**src/rtl/clock_controlled_lfsr_keystream_defines.svh**
```systemverilog
// assertion macros for the clock controlled lfsr keystream block
// used by rtl/clock_controlled_lfsr_keystream.sv, no other dependencies
`ifndef CLOCK_CONTROLLED_LFSR_KEYSTREAM_DEFINES_SVH
`define CLOCK_CONTROLLED_LFSR_KEYSTREAM_DEFINES_SVH

`ifndef SYNTHESIS

`define CCL_ASSERT_SAME(label, clk, rst_n, ante, cons) \
    label: assert property (@(posedge clk) disable iff (!(rst_n)) (ante) |-> (cons)) \
        else $error("assertion failed");

`define CCL_ASSERT_NEXT(label, clk, rst_n, ante, cons) \
    label: assert property (@(posedge clk) disable iff (!(rst_n)) (ante) |=> (cons)) \
        else $error("assertion failed");

`else

`define CCL_ASSERT_SAME(label, clk, rst_n, ante, cons)

`define CCL_ASSERT_NEXT(label, clk, rst_n, ante, cons)

`endif

`endif

```
**src/rtl/ccl_pkg.sv**
```systemverilog
// constants, types and lfsr step functions for the keystream generator
// no dependencies
`default_nettype none

package ccl_pkg;

    localparam int unsigned NUM_LFSR  = 5;
    localparam int unsigned REG_W     = 32;
    localparam int unsigned LFSR_IDXW = 3;
    localparam int unsigned CFG_IDXW  = 3;

    typedef logic [REG_W-1:0]     t_word;
    typedef logic [LFSR_IDXW-1:0] t_lfsr_idx;
    typedef logic [CFG_IDXW-1:0]  t_cfg_idx;

    localparam t_cfg_idx IDX_SEED_A = 3'd0;
    localparam t_cfg_idx IDX_SEED_B = 3'd1;
    localparam t_cfg_idx IDX_SEED_C = 3'd2;
    localparam t_cfg_idx IDX_SEED_D = 3'd3;
    localparam t_cfg_idx IDX_SEED_E = 3'd4;

    localparam t_word TAP_MASK [NUM_LFSR] = '{
        32'h4000_1000,
        32'h0004_0013,
        32'h0001_0010,
        32'h0000_100D,
        32'h8000_0057
    };

    localparam t_word TOP_BIT [NUM_LFSR] = '{
        32'h4000_0000,
        32'h0004_0000,
        32'h0001_0000,
        32'h0000_1000,
        32'h8000_0000
    };

    localparam t_word SEED_RESET [NUM_LFSR] = '{
        32'hFEED_BABE,
        32'h0DEA_FDAD,
        32'hFEED_F00D,
        32'h00BA_DCAB,
        32'hDEAD_BEEF
    };

    typedef struct packed {
        logic  key;
        t_word next;
    } t_step;

    function automatic t_step lfsr_once(input t_word r, input t_lfsr_idx k);
        t_word v;
        t_step s;
        v = (r == '0) ? t_word'(1) : r;
        if (v[0]) begin
            s.key  = 1'b1;
            s.next = ((v ^ TAP_MASK[k]) >> 1) | TOP_BIT[k];
        end else begin
            s.key  = 1'b0;
            s.next = v >> 1;
        end
        return s;
    endfunction

    // two steps are built in parallel with one, skip picks the result
    function automatic t_step lfsr_clocked(input t_word r, input t_lfsr_idx k,
                                           input logic skip);
        t_step s1;
        t_step s2;
        s1 = lfsr_once(r, k);
        s2 = lfsr_once(s1.next, k);
        return skip ? s2 : s1;
    endfunction

endpackage

`default_nettype wire

```
**src/rtl/clock_controlled_lfsr_keystream.sv**
```systemverilog
// keystream generator: five galois lfsrs, clock controlled, in a bridge arrangement
// depends on rtl/ccl_pkg.sv and rtl/clock_controlled_lfsr_keystream_defines.svh
//
//  channel   direction  handshake                   payload
//  input     in         i_valid / o_ready           i_reseed
//  output    out        o_valid / i_ready           o_key_bit
//  config    in         i_cfg_valid / o_cfg_ready   i_cfg_index, i_cfg_data
//
// one item per cycle while i_ready holds; o_valid is the output register's flag
// the input register feeds a single pass of lfsr steps into the output register
// reset loads seeds and lfsr state with the reset seed values, prev bit zero
// an output stall backs up into the input register, then drops o_ready
// config writes are always taken and reach the lfsrs only on a reseed
`default_nettype none

`include "clock_controlled_lfsr_keystream_defines.svh"

module clock_controlled_lfsr_keystream (
    input  wire logic                     i_clk,
    input  wire logic                     i_rst_n,
    input  wire logic                     i_valid,
    output logic                          o_ready,
    input  wire logic                     i_reseed,
    output logic                          o_valid,
    input  wire logic                     i_ready,
    output logic                          o_key_bit,
    input  wire logic                     i_cfg_valid,
    output logic                          o_cfg_ready,
    input  wire ccl_pkg::t_cfg_idx        i_cfg_index,
    input  wire ccl_pkg::t_word           i_cfg_data
);

    ccl_pkg::t_word r_seed [ccl_pkg::NUM_LFSR];
    ccl_pkg::t_word r_sr   [ccl_pkg::NUM_LFSR];
    ccl_pkg::t_word n_sr   [ccl_pkg::NUM_LFSR];
    ccl_pkg::t_word w_src  [ccl_pkg::NUM_LFSR];
    logic           r_prev;
    logic           r_in_valid;
    logic           r_in_reseed;
    logic           r_out_valid;
    logic           r_key_bit;
    logic           n_key_bit;
    logic           w_fire;
    logic           w_prev_src;
    ccl_pkg::t_step w_s0;
    ccl_pkg::t_step w_s1;
    ccl_pkg::t_step w_s2;
    ccl_pkg::t_step w_s3;
    ccl_pkg::t_step w_s4;

    assign w_fire      = r_in_valid && (!r_out_valid || i_ready);
    assign o_ready     = !r_in_valid || w_fire;
    assign o_valid     = r_out_valid;
    assign o_key_bit   = r_key_bit;
    assign o_cfg_ready = 1'b1;

    always_comb begin
        for (int k = 0; k < ccl_pkg::NUM_LFSR; k++) begin
            w_src[k] = r_in_reseed ? r_seed[k] : r_sr[k];
        end
        w_prev_src = r_in_reseed ? 1'b0 : r_prev;

        w_s0 = ccl_pkg::lfsr_clocked(w_src[0], ccl_pkg::t_lfsr_idx'(0), w_prev_src);
        w_s1 = ccl_pkg::lfsr_clocked(w_src[1], ccl_pkg::t_lfsr_idx'(1), w_prev_src);
        w_s2 = ccl_pkg::lfsr_clocked(w_src[2], ccl_pkg::t_lfsr_idx'(2), w_s0.key);
        w_s3 = ccl_pkg::lfsr_clocked(w_src[3], ccl_pkg::t_lfsr_idx'(3), w_s0.key);
        w_s4 = ccl_pkg::lfsr_clocked(w_src[4], ccl_pkg::t_lfsr_idx'(4),
                                     w_s1.key ^ w_s2.key);

        n_sr[0]   = w_s0.next;
        n_sr[1]   = w_s1.next;
        n_sr[2]   = w_s2.next;
        n_sr[3]   = w_s3.next;
        n_sr[4]   = w_s4.next;
        n_key_bit = w_s3.key ^ w_s4.key;
    end

    always_ff @(posedge i_clk) begin
        if (!i_rst_n) begin
            r_in_valid  <= 1'b0;
            r_out_valid <= 1'b0;
            r_prev      <= 1'b0;
            for (int k = 0; k < ccl_pkg::NUM_LFSR; k++) begin
                r_seed[k] <= ccl_pkg::SEED_RESET[k];
                r_sr[k]   <= ccl_pkg::SEED_RESET[k];
            end
        end else begin
            if (o_ready) begin
                r_in_valid <= i_valid;
            end
            if (w_fire) begin
                r_out_valid <= 1'b1;
                r_prev      <= n_key_bit;
                for (int k = 0; k < ccl_pkg::NUM_LFSR; k++) begin
                    r_sr[k] <= n_sr[k];
                end
            end else if (i_ready) begin
                r_out_valid <= 1'b0;
            end
            if (i_cfg_valid) begin
                case (i_cfg_index)
                    ccl_pkg::IDX_SEED_A: r_seed[0] <= i_cfg_data;
                    ccl_pkg::IDX_SEED_B: r_seed[1] <= i_cfg_data;
                    ccl_pkg::IDX_SEED_C: r_seed[2] <= i_cfg_data;
                    ccl_pkg::IDX_SEED_D: r_seed[3] <= i_cfg_data;
                    ccl_pkg::IDX_SEED_E: r_seed[4] <= i_cfg_data;
                    default: ;
                endcase
            end
        end
    end

    always_ff @(posedge i_clk) begin
        if (o_ready) begin
            r_in_reseed <= i_reseed;
        end
        if (w_fire) begin
            r_key_bit <= n_key_bit;
        end
    end

    // a step result always lands in the output register
    `CCL_ASSERT_NEXT(a_fire_out, i_clk, i_rst_n, w_fire, r_out_valid && (r_key_bit == r_prev))

    // lfsr state never rests at zero after a step
    `CCL_ASSERT_NEXT(a_state_nz, i_clk, i_rst_n, w_fire,
        (r_sr[0] != '0) && (r_sr[1] != '0) && (r_sr[2] != '0) &&
        (r_sr[3] != '0) && (r_sr[4] != '0))

    // a held input item is not dropped
    `CCL_ASSERT_NEXT(a_in_hold, i_clk, i_rst_n, r_in_valid && !w_fire,
        r_in_valid && $stable(r_in_reseed))

    // input is only refused while both registers are full and the output stalls
    `CCL_ASSERT_SAME(a_ready_stall, i_clk, i_rst_n, !o_ready,
        r_in_valid && r_out_valid && !i_ready)

endmodule

`default_nettype wire
```
**config.mk**
```make
export PLATFORM = sky130hd
export DESIGN_NAME = clock_controlled_lfsr_keystream
export DESIGN_NICKNAME = d
export VERILOG_FILES = /design/src/rtl/ccl_pkg.sv /design/src/rtl/clock_controlled_lfsr_keystream.sv
export VERILOG_INCLUDE_DIRS = /design/src /design/src/rtl
export SDC_FILE = /design/constraint.sdc
export NUM_CORES = 1
export LEC_CHECK = 0
export BUFFER_PORTS_ARGS = -buffer_cell sky130_fd_sc_hd__buf_2
export CAP_MARGIN = 20
export CORE_AREA = 10 10 232 256
export CTS_BUF_LIST = sky130_fd_sc_hd__clkbuf_4 sky130_fd_sc_hd__clkbuf_8 sky130_fd_sc_hd__clkbuf_16
export CTS_CLUSTER_SIZE = 28
export DETAILED_ROUTE_END_ITERATION = 8
export DIE_AREA = 0 0 242 266
export GPL_TIMING_DRIVEN = 0
export SLEW_MARGIN = 20
export SYNTH_ARGS = -nofsm -noshare
export SYNTH_HDL_FRONTEND = slang
export SYNTH_SLANG_ARGS = --single-unit
export TNS_END_PERCENT = 50
```
**constraint.sdc**
```tcl
create_clock -name i_clk -period 14.9 [get_ports i_clk]
set_clock_uncertainty 0.2 [all_clocks]
set_input_delay 2.98 -clock i_clk [delete_from_list [all_inputs] [get_ports i_clk]]
set_output_delay 2.98 -clock i_clk [all_outputs]
set_load 0.005 [all_outputs]
```
==> flow_summary.ini <==
[route]
drtPass1Iterations = 5
wl_um = 55200
num_vias = 12100
drc = 0
ant_nets = 0
wire_per_inst_um = 25.5
drt_iter0_drc = 1488
routed_via_density = 5.58

[layout]
fill_cells = 5397
register_area_sq_um = 9640
fin_nets = 1445
drive_gt1_share_pct = 15.6
multi_input_area_sq_um = 6080
utilization_pct = 34.2
area_delta_synth_final_pct = 15.8

[synth]
synth_top_area_share_pct = 59.7
syn-num-nets = 1359
ys.flop_type = edfxtp_1
yosysSeqAreaShare_pct = 60.1
synthCells = 1317
synth_cell_types = 73
async_reset_ff_share_pct = 0
synth_edf_count = 319
yosys_warnings = 0
synth.cell_area_sq_um = 16100
synth_seq_cells = 322
yosys.area.top_type = edfxtp_1
yosys-top-cells-area = edfxtp_1 (60%), mux2i_1 (5.5%), nand2_1 (3.4%)
synth_area_per_cell_sq_um = 12.2

[global_routing]
grt_use_total_pct = 16.5
grt_max_degree = 51
grt_pass1_vias = 11700
overflow = 0
antenna_found_initial = 1
grt_pass1_wl_um = 80000

[min_path]
min_path_cells = 1
worstHoldPathType = register to register
holdPathEnd = o_valid$_SDFFE_PN0P_
min_from = r_in_valid$_SDFFE_PN0P_

[critical_path]
endpoint_kind = primary output
cp_top_family = simple AND/OR/NAND/NOR gates
r2r_end = r_prev$_SDFFE_PN0P_
worst-endpoint-arrival_ns = 3.59
crit_fanout = 4
slowest_delay_ns = 0.25
start_kind = input pin
crit_type = input pin to primary output
ff2ff_setup_slack_ns = 9.38
rr_worst_depth = 16
path_buf_inv = 2
cpMostUsedCell = buf_2
cp.required_ns = 11.72
r2r_start = r_in_reseed$_DFFE_PP_
cp_cell_sequence = buf_2 > nor2b_1 > nand2_1 > buf_2
critPathSlowestCell = nor2b_1

[power_and_ir_drop]
power_per_cell_area_nw_per_um2 = 123
vdd_drop_max_uv = 93.4
p_leak_nw = 5.87

[sta]
grt_setup_unrepaired = false
setup_ws_ns = 8.13
finalHoldViolCount = 0
setup_viol_count_final = 0
fmax_ghz = 0.148
finalCritPeriodShare_pct = 45.4
layout_min_cycle_time_ns = 6.77
fin_setup_tns_ns = 0
slew-limit-headroom_pct = 34.8
drv_slew = 0
tightestPinTransition_ns = 0.978

[clock_network]
cts_resized = 0
root_buffer = clkbuf_16
cts_hold_buf = 0
cts_made_buffers = 31
cts.sinks = 322
h-tree-depth = 1
cts.repair_timing.setup_buffer_count = 0
insertion_delay_ns = 0.59
cts_tree = built
path_clk_slew_ns = 0.07
clockBufferDepth = 3

[die]
ios = 45
die_h_um = 266
die_area_sq_um = 64400
row_count = 90
die_w_um = 242
fp.coreArea_sq_um = 54300
start_util_pct = 29.6

[place]
dpl.hpwl_um = 39500
pre_cts_ws_ns = 8.12
gp_congestion = 1.01
port_buffers = 43

[run]
cap_violations = 0

[status]
outcome = complete, no violations
[sequential cells by signal, summed over array words and instances (netlist names)]
signal and count:
o_key_bit 1, o_valid 1, r_in_reseed 1, r_in_valid 1
r_prev 1, r_seed 160, r_sr 157
[kinds of logic (layout without fill, tap and decap cells)]
kind of cell               count (synthesis)  in the layout  synth area share, %
adders and majority gates                  1              1               0.0779
and+or+nand+nor                          496            496                 15.9
other                                      1              2               0.0234
DFF                                      322            322                 60.1
AOI/OAI and AO/OA                        232            232                 8.77
buffers and inverters                     89            199                 2.47
muxes                                    153            153                 11.5
xor gates and xnor gates                  23             23                 1.25
[synth_stat cells (3+ instances only)]
master     number
xor2_1         10
mux2_2         43
and3_1          5
buf_1          12
a21o_1          5
nand2b_1       49
clkbuf_1       46
a211oi_1       24
buf_4           6
and4_1          5
o22ai_1         5
a31oi_1         6
dfxtp_1         3
mux4_2         20
o21ai_1         6
or4_1           4
o211a_1         3
a2bb2oi_1       4
o21ai_0        92
nor3b_1         3
nand2_1       144
or3_1           4
nor4_1         46
a311oi_1        3
xnor2_1        13
a21oi_1        58
nand3_1        19
nor2b_1         9
o21a_1          3
nand4_1        10
nor3_1         54
edfxtp_1      319
or4b_1          6
nor2_1         77
and2_1         48
mux2i_1        88
o31ai_1         3
buf_2          20
[cells in the final DEF, fill, tap and decap left out, drive strengths merged, types with 6 or more instances in the layout]
| master | Yosys | routed |
|---|---|---|
| clkbuf | 46 | 81 |
| nand2 | 144 | 144 |
| o21ai | 98 | 98 |
| xor2 | 10 | 10 |
| buf | 40 | 93 |
| nand3 | 19 | 19 |
| mux2i | 89 | 89 |
| a211oi | 24 | 24 |
| clkinv | 1 | 8 |
| xnor2 | 13 | 13 |
| nor3 | 56 | 56 |
| a31oi | 6 | 6 |
| nand2b | 49 | 49 |
| edfxtp | 319 | 319 |
| and2 | 48 | 48 |
| mux2 | 44 | 44 |
| a21oi | 59 | 59 |
| nand4 | 10 | 10 |
| nor4 | 47 | 47 |
| mux4 | 20 | 20 |
| bufinv | 0 | 8 |
| or4b | 6 | 6 |
| nor2b | 9 | 9 |
| nor2 | 78 | 78 |
| clkinvlp | 0 | 7 |
[metal layers]
metal  part of all wire [%]  track usage [%]  vias to the layer above  routed length, um
li1                       -                -                     5173                  -
met1                     39             20.2                     6041              21400
met2                     47             27.3                      713              26100
met3                    8.4             2.71                      150               4640
met4                    5.7             9.15                        0               3130
met5                      0            0.309                        -                  0
[how the worst max path moves through the flow]
stage               slack (ns)                   endpoint     from  cells after the start
global placement          4.63  r_sr[0][69]$_SDFFCE_PN0P_  i_ready                      4
global route              8.08                    o_ready  i_ready                      4
finish                    8.13                    o_ready  i_ready                      4
floorplan                 7.07   r_sr[0][0]$_SDFFCE_PN0P_  i_ready                      3
detailed placement        8.12                    o_ready  i_ready                      4
CTS                       8.13                    o_ready  i_ready                      4
[per-stage QoR]
step	std cells	hold WS [ns]	area [sq um]	power (mW)
2_1_floorplan	1317	0.277	16100	1.29
3_3_place_gp	2096	0.297	17200	1.41
3_5_place_dp	2106	0.327	17400	1.41
4_1_cts	2163	0.346	18600	2.29
5_1_grt	2163	0.369	18600	2.35
6_report	2164	0.339	18600	2.29
[cell type report]
type / count / area share (%)
Sequential cell: 322 / 51.9
Multi-Input combinational cell: 906 / 32.7
Tap cell: 736 / 4.96
Clock buffer: 35 / 4.37
Timing Repair Buffer: 53 / 2.16
Buffer: 86 / 2.07
Clock inverter: 22 / 1.80
Inverter: 3 / 0.0606
Antenna cell: 1 / 0.0135
[worst reg2reg max path, stage by stage, from the launching register on]
cell,delay [ns]
edfxtp_1,0.54
buf_4,0.28
buf_4,0.24
buf_6,0.20
buf_2,0.33
buf_4,0.31
buf_2,0.41
buf_2,0.39
buf_1,0.63
mux2i_1,0.29
ha_1,0.18
o311a_1,0.22
and4b_1,0.29
nor3b_1,0.09
o211a_2,0.27
or3_1,0.38
a31oi_1,0.20
[report_power, final]
group	internal [mW]	switching, mW	leakage [nW]	total [mW]
combinational	0.101	0.186	2.35	0.288
clock	0.531	0.364	0.543	0.895
sequential	1.06	0.0477	2.98	1.11
Note: power is estimated with default switching activity, not from simulation.
